[config.mk]
export PLATFORM = sky130hd
export DESIGN_NAME = interval_timer_bargraph_alarm_core_flat
export DESIGN_NICKNAME = d
export VERILOG_FILES = /design/src/hdl/itba_pkg.sv /design/src/hdl/itba_if.sv /design/src/hdl/interval_timer_bargraph_alarm_core.sv /design/src/hdl/itba_cfg_regs.sv /design/src/hdl/itba_step.sv /design/src/flat_wrapper.sv
export SDC_FILE = /design/constraint.sdc
export NUM_CORES = 1
export LEC_CHECK = 0
export BUFFER_PORTS_ARGS = -buffer_cell sky130_fd_sc_hd__buf_2
export CAP_MARGIN = 10
export CORE_MARGIN = 2
export CORE_UTILIZATION = 54
export CTS_BUF_LIST = sky130_fd_sc_hd__clkbuf_4 sky130_fd_sc_hd__clkbuf_8 sky130_fd_sc_hd__clkbuf_16
export DETAILED_ROUTE_END_ITERATION = 10
export GPL_TIMING_DRIVEN = 0
export PLACE_DENSITY = 0.75
export SETUP_SLACK_MARGIN = 0.3
export SYNTH_ARGS = -nofsm -noshare
export SYNTH_HDL_FRONTEND = slang
export SYNTH_SLANG_ARGS = --single-unit
[constraint.sdc]
create_clock -name clk_i -period 3.6 [get_ports clk_i]
set_input_delay 0.9 -clock clk_i [delete_from_list [all_inputs] [get_ports clk_i]]
set_output_delay 0.9 -clock clk_i [all_outputs]
set_load 0.02 [all_outputs]
[src/hdl/itba_pkg.sv]
// Shared types, constants and reset values for the interval timer bar-graph alarm.
`timescale 1ns / 1ps
`default_nettype none
package itba_pkg;

  localparam int TICK_WIDTH = 16;
  localparam int CFG_TICK_W = 16;
  localparam int CFG_CNT_W  = 8;
  localparam int CMP_W      = (TICK_WIDTH > CFG_TICK_W) ? TICK_WIDTH : CFG_TICK_W;
  localparam int ADDR_W     = 5;
  localparam int DATA_W     = 32;

  localparam logic [3:0] LONG_BARS   = 4'd10;
  localparam logic [3:0] SHORT_BARS  = 4'd5;
  localparam logic [7:0] LONG_START  = 8'h80;
  localparam logic [7:0] SHORT_START = 8'h40;
  localparam logic [7:0] FLASH_MAX   = 8'hFF;

  typedef enum logic [1:0] {
    PH_COUNT = 2'd0,
    PH_FLASH = 2'd1,
    PH_SLEEP = 2'd2
  } phase_e;

  typedef enum logic [2:0] {
    REG_LONG_INTERVAL  = 3'd0,
    REG_LONG_FLASH     = 3'd1,
    REG_LONG_COUNT     = 3'd2,
    REG_SHORT_INTERVAL = 3'd3,
    REG_SHORT_FLASH    = 3'd4,
    REG_SHORT_COUNT    = 3'd5
  } reg_idx_e;

  typedef struct packed {
    logic [CFG_TICK_W-1:0] long_interval;
    logic [CFG_TICK_W-1:0] long_flash;
    logic [CFG_CNT_W-1:0]  long_count;
    logic [CFG_TICK_W-1:0] short_interval;
    logic [CFG_TICK_W-1:0] short_flash;
    logic [CFG_CNT_W-1:0]  short_count;
  } cfg_t;

  typedef struct packed {
    phase_e                phase;
    logic                  long_mode;
    logic [TICK_WIDTH-1:0] tick_cnt;
    logic [3:0]            bars_left;
    logic [3:0]            scan_pos;
    logic [7:0]            scan_pat;
    logic [7:0]            flash_tog;
    logic [7:0]            bar_out;
    logic                  top_out;
    logic                  second_out;
    logic                  alarm_out;
  } state_t;

  typedef struct packed {
    logic timer_tick;
    logic long_pressed;
    logic short_pressed;
  } item_t;

  localparam cfg_t CFG_RESET = '{
    long_interval:  16'd1107,
    long_flash:     16'd3,
    long_count:     8'd6,
    short_interval: 16'd443,
    short_flash:    16'd1,
    short_count:    8'd10
  };

  localparam state_t STATE_RESET = '{
    phase:      PH_COUNT,
    long_mode:  1'b1,
    tick_cnt:   '0,
    bars_left:  LONG_BARS,
    scan_pos:   4'd1,
    scan_pat:   LONG_START,
    flash_tog:  8'd0,
    bar_out:    8'd0,
    top_out:    1'b0,
    second_out: 1'b0,
    alarm_out:  1'b0
  };

endpackage
`default_nettype wire

[src/hdl/itba_if.sv]
// Request channel interfaces for the scan-pass input and the LED result.
`timescale 1ns / 1ps
`default_nettype none
interface itba_in_if;
  logic valid;
  logic ready;
  logic timer_tick;
  logic long_pressed;
  logic short_pressed;

  modport source (output valid, output timer_tick, output long_pressed,
                  output short_pressed, input ready);
  modport sink (input valid, input timer_tick, input long_pressed,
                input short_pressed, output ready);
endinterface

interface itba_out_if;
  logic       valid;
  logic       ready;
  logic [7:0] bar_leds;
  logic       top_bar_led;
  logic       second_bar_led;
  logic       alarm_led;
  logic [1:0] phase;
  logic       in_long_mode;

  modport source (output valid, output bar_leds, output top_bar_led,
                  output second_bar_led, output alarm_led, output phase,
                  output in_long_mode, input ready);
  modport sink (input valid, input bar_leds, input top_bar_led,
                input second_bar_led, input alarm_led, input phase,
                input in_long_mode, output ready);
endinterface
`default_nettype wire

[src/hdl/interval_timer_bargraph_alarm_core.sv]
// Accepted requests wait in the input register; each result is registered at the output.
// Throughput: one request per clock while results are taken; a result held back stalls
// the input once the input register is also full, and the state advances once per request.
// Reset: rst_ni clears the state to long mode counting with ten bars, LEDs off,
// and loads the configuration registers with their default values.
`timescale 1ns / 1ps
`default_nettype none
module interval_timer_bargraph_alarm_core
  import itba_pkg::*;
(
  input  wire logic              clk_i,
  input  wire logic              rst_ni,
  itba_in_if.sink                in_if,
  itba_out_if.source             out_if,
  input  wire logic              psel,
  input  wire logic              penable,
  input  wire logic              pwrite,
  input  wire logic [ADDR_W-1:0] paddr,
  input  wire logic [DATA_W-1:0] pwdata,
  output logic      [DATA_W-1:0] prdata,
  output logic                   pready
);

  cfg_t   cfg;
  state_t state_q, state_d;
  item_t  item_q;
  logic   in_vld_q;
  logic   out_vld_q;
  logic   advance;
  logic   [7:0] bar_q;
  logic   top_q, second_q, alarm_q, long_q;
  phase_e phase_q;

  itba_cfg_regs u_cfg (
    .clk_i   (clk_i),
    .rst_ni  (rst_ni),
    .psel    (psel),
    .penable (penable),
    .pwrite  (pwrite),
    .paddr   (paddr),
    .pwdata  (pwdata),
    .prdata  (prdata),
    .pready  (pready),
    .cfg_o   (cfg)
  );

  itba_step u_step (
    .state_i (state_q),
    .cfg_i   (cfg),
    .item_i  (item_q),
    .state_o (state_d)
  );

  assign advance     = in_vld_q && (!out_vld_q || out_if.ready);
  assign in_if.ready = !in_vld_q || advance;

  always_ff @(posedge clk_i or negedge rst_ni) begin
    if (!rst_ni) begin
      in_vld_q  <= 1'b0;
      out_vld_q <= 1'b0;
      state_q   <= STATE_RESET;
    end else begin
      if (in_if.ready) begin
        in_vld_q <= in_if.valid;
      end
      if (advance) begin
        out_vld_q <= 1'b1;
        state_q   <= state_d;
      end else if (out_if.ready) begin
        out_vld_q <= 1'b0;
      end
    end
  end

  always_ff @(posedge clk_i) begin
    if (in_if.ready && in_if.valid) begin
      item_q <= '{timer_tick:    in_if.timer_tick,
                  long_pressed:  in_if.long_pressed,
                  short_pressed: in_if.short_pressed};
    end
    if (advance) begin
      bar_q    <= state_d.bar_out;
      top_q    <= state_d.top_out;
      second_q <= state_d.second_out;
      alarm_q  <= state_d.alarm_out;
      phase_q  <= state_d.phase;
      long_q   <= state_d.long_mode;
    end
  end

  assign out_if.valid          = out_vld_q;
  assign out_if.bar_leds       = bar_q;
  assign out_if.top_bar_led    = top_q;
  assign out_if.second_bar_led = second_q;
  assign out_if.alarm_led      = alarm_q;
  assign out_if.phase          = phase_q;
  assign out_if.in_long_mode   = long_q;

endmodule
`default_nettype wire

[src/hdl/itba_cfg_regs.sv]
// APB-style configuration register file for the interval and flash settings.
`timescale 1ns / 1ps
`default_nettype none
module itba_cfg_regs
  import itba_pkg::*;
(
  input  wire logic              clk_i,
  input  wire logic              rst_ni,
  input  wire logic              psel,
  input  wire logic              penable,
  input  wire logic              pwrite,
  input  wire logic [ADDR_W-1:0] paddr,
  input  wire logic [DATA_W-1:0] pwdata,
  output logic      [DATA_W-1:0] prdata,
  output logic                   pready,
  output cfg_t                   cfg_o
);

  cfg_t     cfg_q, cfg_d;
  reg_idx_e idx;
  logic     wr_en;

  assign idx    = reg_idx_e'(paddr[ADDR_W-1:2]);
  assign wr_en  = psel && penable && pwrite;
  assign pready = 1'b1;
  assign cfg_o  = cfg_q;

  always_comb begin
    cfg_d = cfg_q;
    if (wr_en) begin
      unique case (idx)
        REG_LONG_INTERVAL:  cfg_d.long_interval  = pwdata[CFG_TICK_W-1:0];
        REG_LONG_FLASH:     cfg_d.long_flash     = pwdata[CFG_TICK_W-1:0];
        REG_LONG_COUNT:     cfg_d.long_count     = pwdata[CFG_CNT_W-1:0];
        REG_SHORT_INTERVAL: cfg_d.short_interval = pwdata[CFG_TICK_W-1:0];
        REG_SHORT_FLASH:    cfg_d.short_flash    = pwdata[CFG_TICK_W-1:0];
        REG_SHORT_COUNT:    cfg_d.short_count    = pwdata[CFG_CNT_W-1:0];
        default:            cfg_d = cfg_q;
      endcase
    end
  end

  always_comb begin
    unique case (idx)
      REG_LONG_INTERVAL:  prdata = DATA_W'(cfg_q.long_interval);
      REG_LONG_FLASH:     prdata = DATA_W'(cfg_q.long_flash);
      REG_LONG_COUNT:     prdata = DATA_W'(cfg_q.long_count);
      REG_SHORT_INTERVAL: prdata = DATA_W'(cfg_q.short_interval);
      REG_SHORT_FLASH:    prdata = DATA_W'(cfg_q.short_flash);
      REG_SHORT_COUNT:    prdata = DATA_W'(cfg_q.short_count);
      default:            prdata = '0;
    endcase
  end

  always_ff @(posedge clk_i or negedge rst_ni) begin
    if (!rst_ni) begin
      cfg_q <= CFG_RESET;
    end else begin
      cfg_q <= cfg_d;
    end
  end

endmodule
`default_nettype wire

[src/hdl/itba_step.sv]
// Next-state logic for one scan pass: tick count, bar scan, buttons and alarm.
`timescale 1ns / 1ps
`default_nettype none
module itba_step
  import itba_pkg::*;
(
  input  state_t state_i,
  input  cfg_t   cfg_i,
  input  item_t  item_i,
  output state_t state_o
);

  function automatic state_t load_mode(state_t s, logic is_long);
    state_t r;
    r           = s;
    r.long_mode = is_long;
    r.phase     = PH_COUNT;
    r.bars_left = is_long ? LONG_BARS : SHORT_BARS;
    r.scan_pos  = 4'd1;
    r.scan_pat  = is_long ? LONG_START : SHORT_START;
    r.tick_cnt  = '0;
    return r;
  endfunction

  logic [3:0]       full_bars;
  logic [7:0]       start_pat;
  logic [CMP_W-1:0] interval;
  logic [CMP_W-1:0] half;
  logic [7:0]       limit;
  logic             at_pos;
  state_t           n;

  assign full_bars = state_i.long_mode ? LONG_BARS : SHORT_BARS;
  assign start_pat = state_i.long_mode ? LONG_START : SHORT_START;
  assign interval  = CMP_W'(state_i.long_mode ? cfg_i.long_interval : cfg_i.short_interval);
  assign half      = CMP_W'(state_i.long_mode ? cfg_i.long_flash : cfg_i.short_flash);
  assign limit     = state_i.long_mode ? cfg_i.long_count : cfg_i.short_count;
  assign at_pos    = (state_i.scan_pos == state_i.bars_left);

  always_comb begin
    n = state_i;
    if (state_i.phase != PH_SLEEP && item_i.timer_tick && !(&state_i.tick_cnt)) begin
      n.tick_cnt = state_i.tick_cnt + 1'b1;
    end

    if (state_i.phase == PH_COUNT) begin
      n.top_out = (state_i.bars_left == full_bars && at_pos) ? ~state_i.top_out : 1'b0;
      n.second_out = (({1'b0, state_i.bars_left} + 5'd1) >= {1'b0, full_bars} && at_pos
                      && state_i.long_mode) ? ~state_i.second_out : 1'b0;
      if (state_i.scan_pos > state_i.bars_left) begin
        n.scan_pos = 4'd1;
        n.scan_pat = start_pat;
      end else begin
        n.scan_pat = state_i.long_mode ? (state_i.scan_pat >> 1) : (state_i.scan_pat >> 2);
      end
      n.bar_out  = n.scan_pat;
      n.scan_pos = n.scan_pos + 4'd1;

      if (item_i.long_pressed) begin
        n = load_mode(n, 1'b1);
      end else if (item_i.short_pressed) begin
        n = load_mode(n, 1'b0);
      end else if (state_i.bars_left == 4'd0) begin
        n.phase     = PH_FLASH;
        n.bar_out   = 8'd0;
        n.alarm_out = 1'b1;
        n.flash_tog = 8'd0;
        n.tick_cnt  = '0;
      end else if (CMP_W'(n.tick_cnt) > interval) begin
        n.bars_left = state_i.bars_left - 4'd1;
        n.scan_pos  = 4'd1;
        n.scan_pat  = start_pat;
        n.tick_cnt  = '0;
      end
    end else if (state_i.phase == PH_FLASH) begin
      if (item_i.long_pressed) begin
        n = load_mode(n, 1'b1);
      end else if (item_i.short_pressed) begin
        n = load_mode(n, 1'b0);
      end else if (state_i.flash_tog > limit) begin
        n.flash_tog = 8'd0;
        n.alarm_out = 1'b0;
        n.tick_cnt  = '0;
        if (state_i.long_mode) begin
          n = load_mode(n, 1'b0);
        end else begin
          n.phase = PH_SLEEP;
        end
      end else if (CMP_W'(n.tick_cnt) > half) begin
        n.alarm_out = ~state_i.alarm_out;
        n.tick_cnt  = '0;
        if (state_i.flash_tog != FLASH_MAX) begin
          n.flash_tog = state_i.flash_tog + 8'd1;
        end
      end
    end else begin
      if (item_i.long_pressed) begin
        n = load_mode(n, 1'b1);
      end else if (item_i.short_pressed) begin
        n = load_mode(n, 1'b0);
      end
    end
  end

  assign state_o = n;

endmodule
`default_nettype wire

[src/flat_wrapper.sv]
// flat-port wrapper written by rule: the top's interface ports become plain ports
module interval_timer_bargraph_alarm_core_flat import itba_pkg::*;
  (clk_i, rst_ni, psel, penable, pwrite, paddr, pwdata, prdata, pready, in_if_valid, in_if_timer_tick, in_if_long_pressed, in_if_short_pressed, in_if_ready, out_if_valid, out_if_bar_leds, out_if_top_bar_led, out_if_second_bar_led, out_if_alarm_led, out_if_phase, out_if_in_long_mode, out_if_ready);
  itba_in_if in_if_i ();
  itba_out_if out_if_i ();
  input  wire logic clk_i;
  input  wire logic rst_ni;
  input  wire logic psel;
  input  wire logic penable;
  input  wire logic pwrite;
  input  wire logic [ADDR_W-1:0] paddr;
  input  wire logic [DATA_W-1:0] pwdata;
  output logic      [DATA_W-1:0] prdata;
  output logic pready;
  input wire logic [$bits(in_if_i.valid)-1:0] in_if_valid;
  input wire logic [$bits(in_if_i.timer_tick)-1:0] in_if_timer_tick;
  input wire logic [$bits(in_if_i.long_pressed)-1:0] in_if_long_pressed;
  input wire logic [$bits(in_if_i.short_pressed)-1:0] in_if_short_pressed;
  output wire logic [$bits(in_if_i.ready)-1:0] in_if_ready;
  output wire logic [$bits(out_if_i.valid)-1:0] out_if_valid;
  output wire logic [$bits(out_if_i.bar_leds)-1:0] out_if_bar_leds;
  output wire logic [$bits(out_if_i.top_bar_led)-1:0] out_if_top_bar_led;
  output wire logic [$bits(out_if_i.second_bar_led)-1:0] out_if_second_bar_led;
  output wire logic [$bits(out_if_i.alarm_led)-1:0] out_if_alarm_led;
  output wire logic [$bits(out_if_i.phase)-1:0] out_if_phase;
  output wire logic [$bits(out_if_i.in_long_mode)-1:0] out_if_in_long_mode;
  input wire logic [$bits(out_if_i.ready)-1:0] out_if_ready;
  assign in_if_i.valid = in_if_valid;
  assign in_if_i.timer_tick = in_if_timer_tick;
  assign in_if_i.long_pressed = in_if_long_pressed;
  assign in_if_i.short_pressed = in_if_short_pressed;
  assign in_if_ready = in_if_i.ready;
  assign out_if_valid = out_if_i.valid;
  assign out_if_bar_leds = out_if_i.bar_leds;
  assign out_if_top_bar_led = out_if_i.top_bar_led;
  assign out_if_second_bar_led = out_if_i.second_bar_led;
  assign out_if_alarm_led = out_if_i.alarm_led;
  assign out_if_phase = out_if_i.phase;
  assign out_if_in_long_mode = out_if_i.in_long_mode;
  assign out_if_i.ready = out_if_ready;
  interval_timer_bargraph_alarm_core u_core (.clk_i(clk_i), .rst_ni(rst_ni), .in_if(in_if_i), .out_if(out_if_i), .psel(psel), .penable(penable), .pwrite(pwrite), .paddr(paddr), .pwdata(pwdata), .prdata(prdata), .pready(pready));
endmodule
# Word level (Yosys, flattened, before mapping)
# Index checks and enable logic that the tools add are counted.
# W data, S select, Z words.
dict set report word_totals {
  input_bits 47
  ff_bits 153
  elab_cells 134
  out_inout_bits 49
}
dict set report op_classes {
  n_bitwise 5
  order_cmp 5
  reduce_logical 34
  n_addsub 5
  n_eq_ne 13
  mux 44
}
# operator count
set ops {}
lappend ops {{$mux W54} 7}
lappend ops {{$mux W16} 9}
lappend ops {{$pmux W16 S6} 1}
lappend ops {{$mux W48} 1}
lappend ops {{$mux W8} 6}
lappend ops {{$mux W35} 1}
lappend ops {{$gt A16 B16 Y1} 2}
lappend ops {{$mux W32} 1}
lappend ops {{$add A16 B1 Y16 const B} 1}
lappend ops {{$reduce_and A16 Y1} 1}
lappend ops {{$mux W4} 3}
lappend ops {{$reduce_and A2 Y1} 6}
lappend ops {{$reduce_bool A4 Y1} 3}
lappend ops {{$mux W10} 1}
lappend ops {{$logic_and A1 B1 Y1} 9}
lappend ops {{$mux W1} 9}
lappend ops {{$add A8 B1 Y8 const B} 1}
lappend ops {{$eq A4 B4 Y1} 2}
lappend ops {{$gt A8 B8 Y1} 1}
lappend ops {{$ne A8 B8 Y1 const B} 1}
lappend ops {{$mux W7} 1}
lappend ops {{$reduce_and A7 Y1} 1}
lappend ops {{$eq A3 B2 Y1 const B} 2}
lappend ops {{$eq A3 B3 Y1 const B} 2}
lappend ops {{23 further kinds} 34}

# Longest topological paths before layout
dict set report logic_depth {
  word_depth 11
  depth_mapped 18
  depth_no_buf 15
}

# Modules after synthesis
# From an unflattened synthesis, not the netlist that was laid out.
dict set report hier_totals {
  hier_cells 888
  hier_area_um2 10084.7
}
# module n_inst cells_each area_per_inst_um2 seq_area_each_um2
set by_module_without_submodules {}
lappend by_module_without_submodules {itba_cfg_regs 1 292 3873.7 2025.7}
lappend by_module_without_submodules {itba_step 1 457 3389.5 0.0}
lappend by_module_without_submodules {interval_timer_bargraph_alarm_core 1 139 2821.5 1918.1}

# Least setup slack after synthesis
# OpenSTA, ideal clock, no wires.
dict set report synth_timing {
  kind {register -> register}
  from {register u_core.state_q[51] (netlist bit)}
  to {register u_core.state_q[11] (netlist bit)}
  required_time_ns 3.475
  period_less_slack_ns 3.792
  setup_ns 0.125
  slack_ns -0.192
  arrival_ns 3.667
  stages_incl_launch_ff 14
  n_path_buf 4
  cell_sequence {dfstp_2 clkbuf_1 clkbuf_1 buf_1 mux2i_1 ha_1 a21oi_1 o21a_1 o2bb2ai_1 a2111o_1 a211oi_2 and3b_1 buf_2 mux2_2}
}
dict set report synth_between {
  elab_chain_len 7
  word_cells_on_any_way 12
  classes_between {order compare: 2; mux: 7; reduce/logical: 3}
}
# element line
set synth_rtl {}
lappend synth_rtl {{start, declared} interval_timer_bargraph_alarm_core.sv:25} ;# state_t state_q, state_d;
lappend synth_rtl {{start signal, assigned} interval_timer_bargraph_alarm_core.sv:68} ;# state_q <= state_d;
lappend synth_rtl {{$mux W8} itba_step.sv:37} ;# assign limit = state_i.long_mode ? cfg_i.long_count : cfg_i.short_count;
lappend synth_rtl {{$gt A8 B8 Y1} itba_step.sv:80} ;# end else if (state_i.flash_tog > limit) begin
lappend synth_rtl {{$mux W8} itba_step.sv:80}
lappend synth_rtl {{$mux W54} itba_step.sv:78} ;# end else if (item_i.short_pressed) begin
lappend synth_rtl {{$mux W54} itba_step.sv:76} ;# if (item_i.long_pressed) begin
lappend synth_rtl {{$mux W54} itba_step.sv:75} ;# end else if (state_i.phase == PH_FLASH) begin
lappend synth_rtl {{$mux W54} itba_step.sv:46} ;# if (state_i.phase == PH_COUNT) begin
# Parallel ways exist; a longest one is shown, timed or not. The select of a mux whose other input is x is not followed.
# A chain may end at the register's enable or synchronous reset.

# Worst setup path in the final report
dict set report layout_timing {
  from {register u_core.state_q[42] (netlist bit)}
  to {register u_core.state_q[11] (netlist bit)}
}
dict set report layout_between {
  elab_chain_len 7
  word_cells_on_any_way 8
  classes_between {add/sub: 1; order compare: 1; mux: 1; reduce/logical: 5}
}
# element line
set layout_rtl {}
lappend layout_rtl {{parallel branches: the longest is 3 deep, another holds $add A16 B1 Y16} -}
lappend layout_rtl {{$mux W16 (*)} itba_step.sv:42} ;# if (state_i.phase != PH_SLEEP && item_i.timer_tick && !(&state_i.tick_cnt)) begin
lappend layout_rtl {{$gt A16 B16 Y1 (*)} itba_step.sv:89} ;# end else if (CMP_W'(n.tick_cnt) > half) begin
lappend layout_rtl {{$reduce_bool A3 Y1 (no source line) (*)} -}
lappend layout_rtl {{$reduce_and A7 Y1 (no source line) (*)} -}
# Every way passes the cells marked *.

==> load_flow_metrics.sql <==
INSERT INTO impl_metrics (metric_group, metric, value, unit) VALUES
('outcome', 'run_status', 'finished, violations left', ''),
('outcome', 'failed_checks', 'setup timing', ''),
('synth', 'commonest_register_cell_after_synthesis', 'dfrtp_1', ''),
('timing', 'final-hold-violation-count', '0', ''),
('synth', 'synth_area', '9314', 'um2'),
('routing', 'detail_route.iter0.violations', '699', ''),
('worst_setup_path', 'startpoint', 'u_core.state_q[42]', ''),
('final_layout', 'mostFrequentLayoutCells', 'dfrtp_1, nand2_1, mux2_2', ''),
('timing', 'max_freq', '257.5', 'MHz'),
('timing', 'rsz0062_at_grt', 'true', ''),
('worst_setup_path', 'slowest_stage', 'a2111oi_4', ''),
('synth', 'synth_top_cell_by_area', 'dfrtp_1', ''),
('timing', 'fin_crit_sh', '1.079', ''),
('floorplanning', 'placementRows', '48', ''),
('hold_path', 'timing.hold.worst_path_depth', '2', ''),
('grt', 'number_of_global_route_vias_before_repair', '7193', ''),
('routing', 'vias', '7575', ''),
('floorplanning', 'io-pin-count', '96', ''),
('worst_setup_path', 'r2r-start', 'u_core.state_q[42]', ''),
('floorplanning', 'die_width', '135.3', 'um'),
('floorplanning', 'core-area', '17060', 'um2'),
('synth', 'post_synthesis_register_bit_count', '152', ''),
('worst_setup_path', 'critical_path_s_most_frequent_cell', 'buf_6', ''),
('worst_setup_path', 'start_kind', 'flip-flop', ''),
('worst_setup_path', 'reg2reg_slack', '-0.28', 'ns'),
('place', 'post_dp_cell_area', '10070', 'um2'),
('worst_setup_path', 'crit_path_end', 'u_core.state_q[11]', ''),
('pwr', 'power.ir.vdd_worst', '0.3965', 'mV'),
('final_layout', 'n_fill_cell', '1322', ''),
('synth', 'synth-edff-count', '17', ''),
('synth', 'synth-adder-area-share', '0.07120', ''),
('routing', 'avgRoutedWirePerCell', '19.34', 'um'),
('clock_network', 'ctsLongestPathBuffers', '2', ''),
('worst_setup_path', 'cp_slowest_stage_delay', '0.45', 'ns'),
('pwr', 'total_power', '0.006212', 'W'),
('floorplanning', 'floorplan.die_area', '18310', 'um2'),
('worst_setup_path', 'worst_setup_path_end_kind', 'flip-flop', ''),
('synth', 'synthTopCellsByArea', 'dfrtp_1, mux2_2, mux2i_1, ha_1, dfstp_2', ''),
('worst_setup_path', 'crit_type', 'flip-flop to flip-flop', ''),
('worst_setup_path', 'timing.reg2reg.worst_path_depth', '16', ''),
('final_layout', 'insertedDiodeCount', '0', ''),
('routing', 'pre_repair_dr_iteration_count', '6', ''),
('grt', 'grt_start_max_net_pins', '80', ''),
('place', 'buffer_ports.inserted', '59', ''),
('worst_setup_path', 'worstReg2RegEnd', 'u_core.state_q[11]', ''),
('timing', 'finalWorstPathRequiredPeriod', '3.883', 'ns'),
('final_layout', 'layout.cells.most_common', 'dfrtp_1', ''),
('place', 'place_ws', '-0.5391', 'ns'),
('grt', 'gr-usage-all-layers', '0.2717', ''),
('routing', 'routed_via_density', '5.983', ''),
('worst_setup_path', 'timing.critical_path.required', '3.92', 'ns'),
('synth', 'netlist-cell-type-count', '72', ''),
('timing', 'setup_viol', '39', ''),
('final_layout', 'share_of_post_route_cells_with_drive_strength_above_1', '0.3391', ''),
('synth', 'mean_instance_size_in_the_synthesized_netlist', '10.38', 'um2'),
('pwr', 'power.density', '548.0', 'nW/um2'),
('synth', 'asr_flop_ratio_synth', '0.8882', ''),
('timing', 'worstMarginPinSlew', '1.257', 'ns'),
('clock_network', 'clock_root_buffer', 'clkbuf_16', ''),
('synth', 'area_share_of_the_leading_cell_type_in_the_synthesized_netlist', '0.2982', ''),
('floorplanning', 'floorplan.die.height', '135.3', 'um'),
('synth', 'main_combinational_cell_family_by_area_after_synthesis', 'multiplexers', ''),
('timing', 'worst_slack', '-0.2828', 'ns'),
('job', 'timing.max_cap.violations', '0', ''),
('timing', 'skew', '0.007450', 'ns'),
('routing', 'routed_wl', '24490', 'um'),
('pwr', 'leakagePower', '5.188', 'nW'),
('grt', 'grt_pass1_wl', '38520', 'um'),
('worst_setup_path', 'worst_path_arrival', '4.21', 'ns'),
('synth', 'ys.warnings.count', '0', ''),
('routing', 'drt_drc_violations_left', '0', '');
-- worst min-delay path by stage --
stage / start / endpoint / slack [ns]
final: u_core.state_q[7] / u_core.state_q[7] / 0.48
after global routing: u_core.state_q[7] / u_core.state_q[7] / 0.51
after CTS: u_core.state_q[7] / u_core.state_q[7] / 0.48
after detailed placement: u_core.state_q[7] / u_core.state_q[7] / 0.47
after global placement: u_core.state_q[6] / u_core.state_q[6] / 0.46
after floorplan: u_core.state_q[9] / u_core.state_q[9] / 0.45
-- worst max-delay path: cells and delay by family (launching register included) --
family | cells | cell delay (ns)
xor gates and xnor gates | 1 | 0.19
adders and majority gates | 1 | 0.23
AOI/OAI and AO/OA | 6 | 1.53
and+or+nand+nor | 4 | 0.83
DFF | 1 | 0.37
buffers and inverters | 3 | 0.38
muxes | 1 | 0.25
-- registers in the layout (all words and copies together), names as in the netlist --
name	count
u_core.out_if.alarm_led	1
u_core.in_vld_q	1
u_core.out_if.top_bar_led	1
u_core.out_if.valid	1
u_core.out_if.phase	2
u_core.item_q	3
u_core.out_if.second_bar_led	1
u_core.out_if.bar_leds	8
u_core.u_cfg.cfg_o	80
u_core.out_if.in_long_mode	1
u_core.state_q	53
-- metal layers --
layer / vias up / track usage / share of wire
met1: 3731 / 0.3775 / 0.44
met3: 48 / 0.05312 / 0.057
met4: 0 / 0.08970 / 0.021
met2: 263 / 0.4298 / 0.48
met5: - / 0 / 0
li1: 3533 / - / -
-- synthesized netlist by cell type, drive strengths merged, types with 11 or more instances --
master,n
edfxtp,17
o21ai,35
mux2,91
nand4,11
nor3,12
dfstp,24
nand2,108
nand3,27
clkbuf,18
o221ai,15
nor2,49
inv,21
dfrtp,111
ha,53
mux2i,69
buf,36
a21oi,40
-- cells by family after synthesis --
family          Yosys count
mux                     160
simple gates            269
buf+inv                  76
fa+ha+maj                53
flops                   152
compound gates          168
xor+xnor                 17
other cells               2
-- power breakdown --
part           leakage (nW)  internal, W  switching [W]
combinational          3.03     0.000876        0.00118
clock                 0.297      0.00105       0.000751
sequential             1.86      0.00210       0.000254
total                  5.19      0.00403        0.00219
-- layout make-up --
type	count	area (um2)	area share
buffer	54	366.6	0.03234
clock buffer	19	446.7	0.03940
clock inverter	13	141.4	0.01247
inverter	22	86.33	0.007616
multi-input combinational	686	5472	0.4827
sequential	152	3923	0.3460
tap	225	281.5	0.02483
timing repair buffer	95	619.3	0.05464
-- per-stage QoR --
| step | instances | TNS [ns] | util | hold slack [ns] |
|---|---|---|---|---|
| floorplan | 912 | -0.0008151 | - | 0.4461 |
| global placement | 1196 | -56.75 | 0.5886 | 0.4617 |
| detailed placement | 1197 | -19.89 | 0.5906 | 0.4704 |
| CTS | 1254 | -3.768 | 0.6514 | 0.4841 |
| global route | 1266 | -12.55 | 0.6646 | 0.5058 |
| finish | 1266 | -6.912 | 0.6646 | 0.4849 |
-- what timing repair did --
action	in CTS	in global routing
gates cloned	2	0
resized for setup	61	22
setup buffers	23	11
setup endpoints to repair	63	54
hold endpoints to repair	0	0
pin swaps	26	25
(Power assumes the default switching activity.)
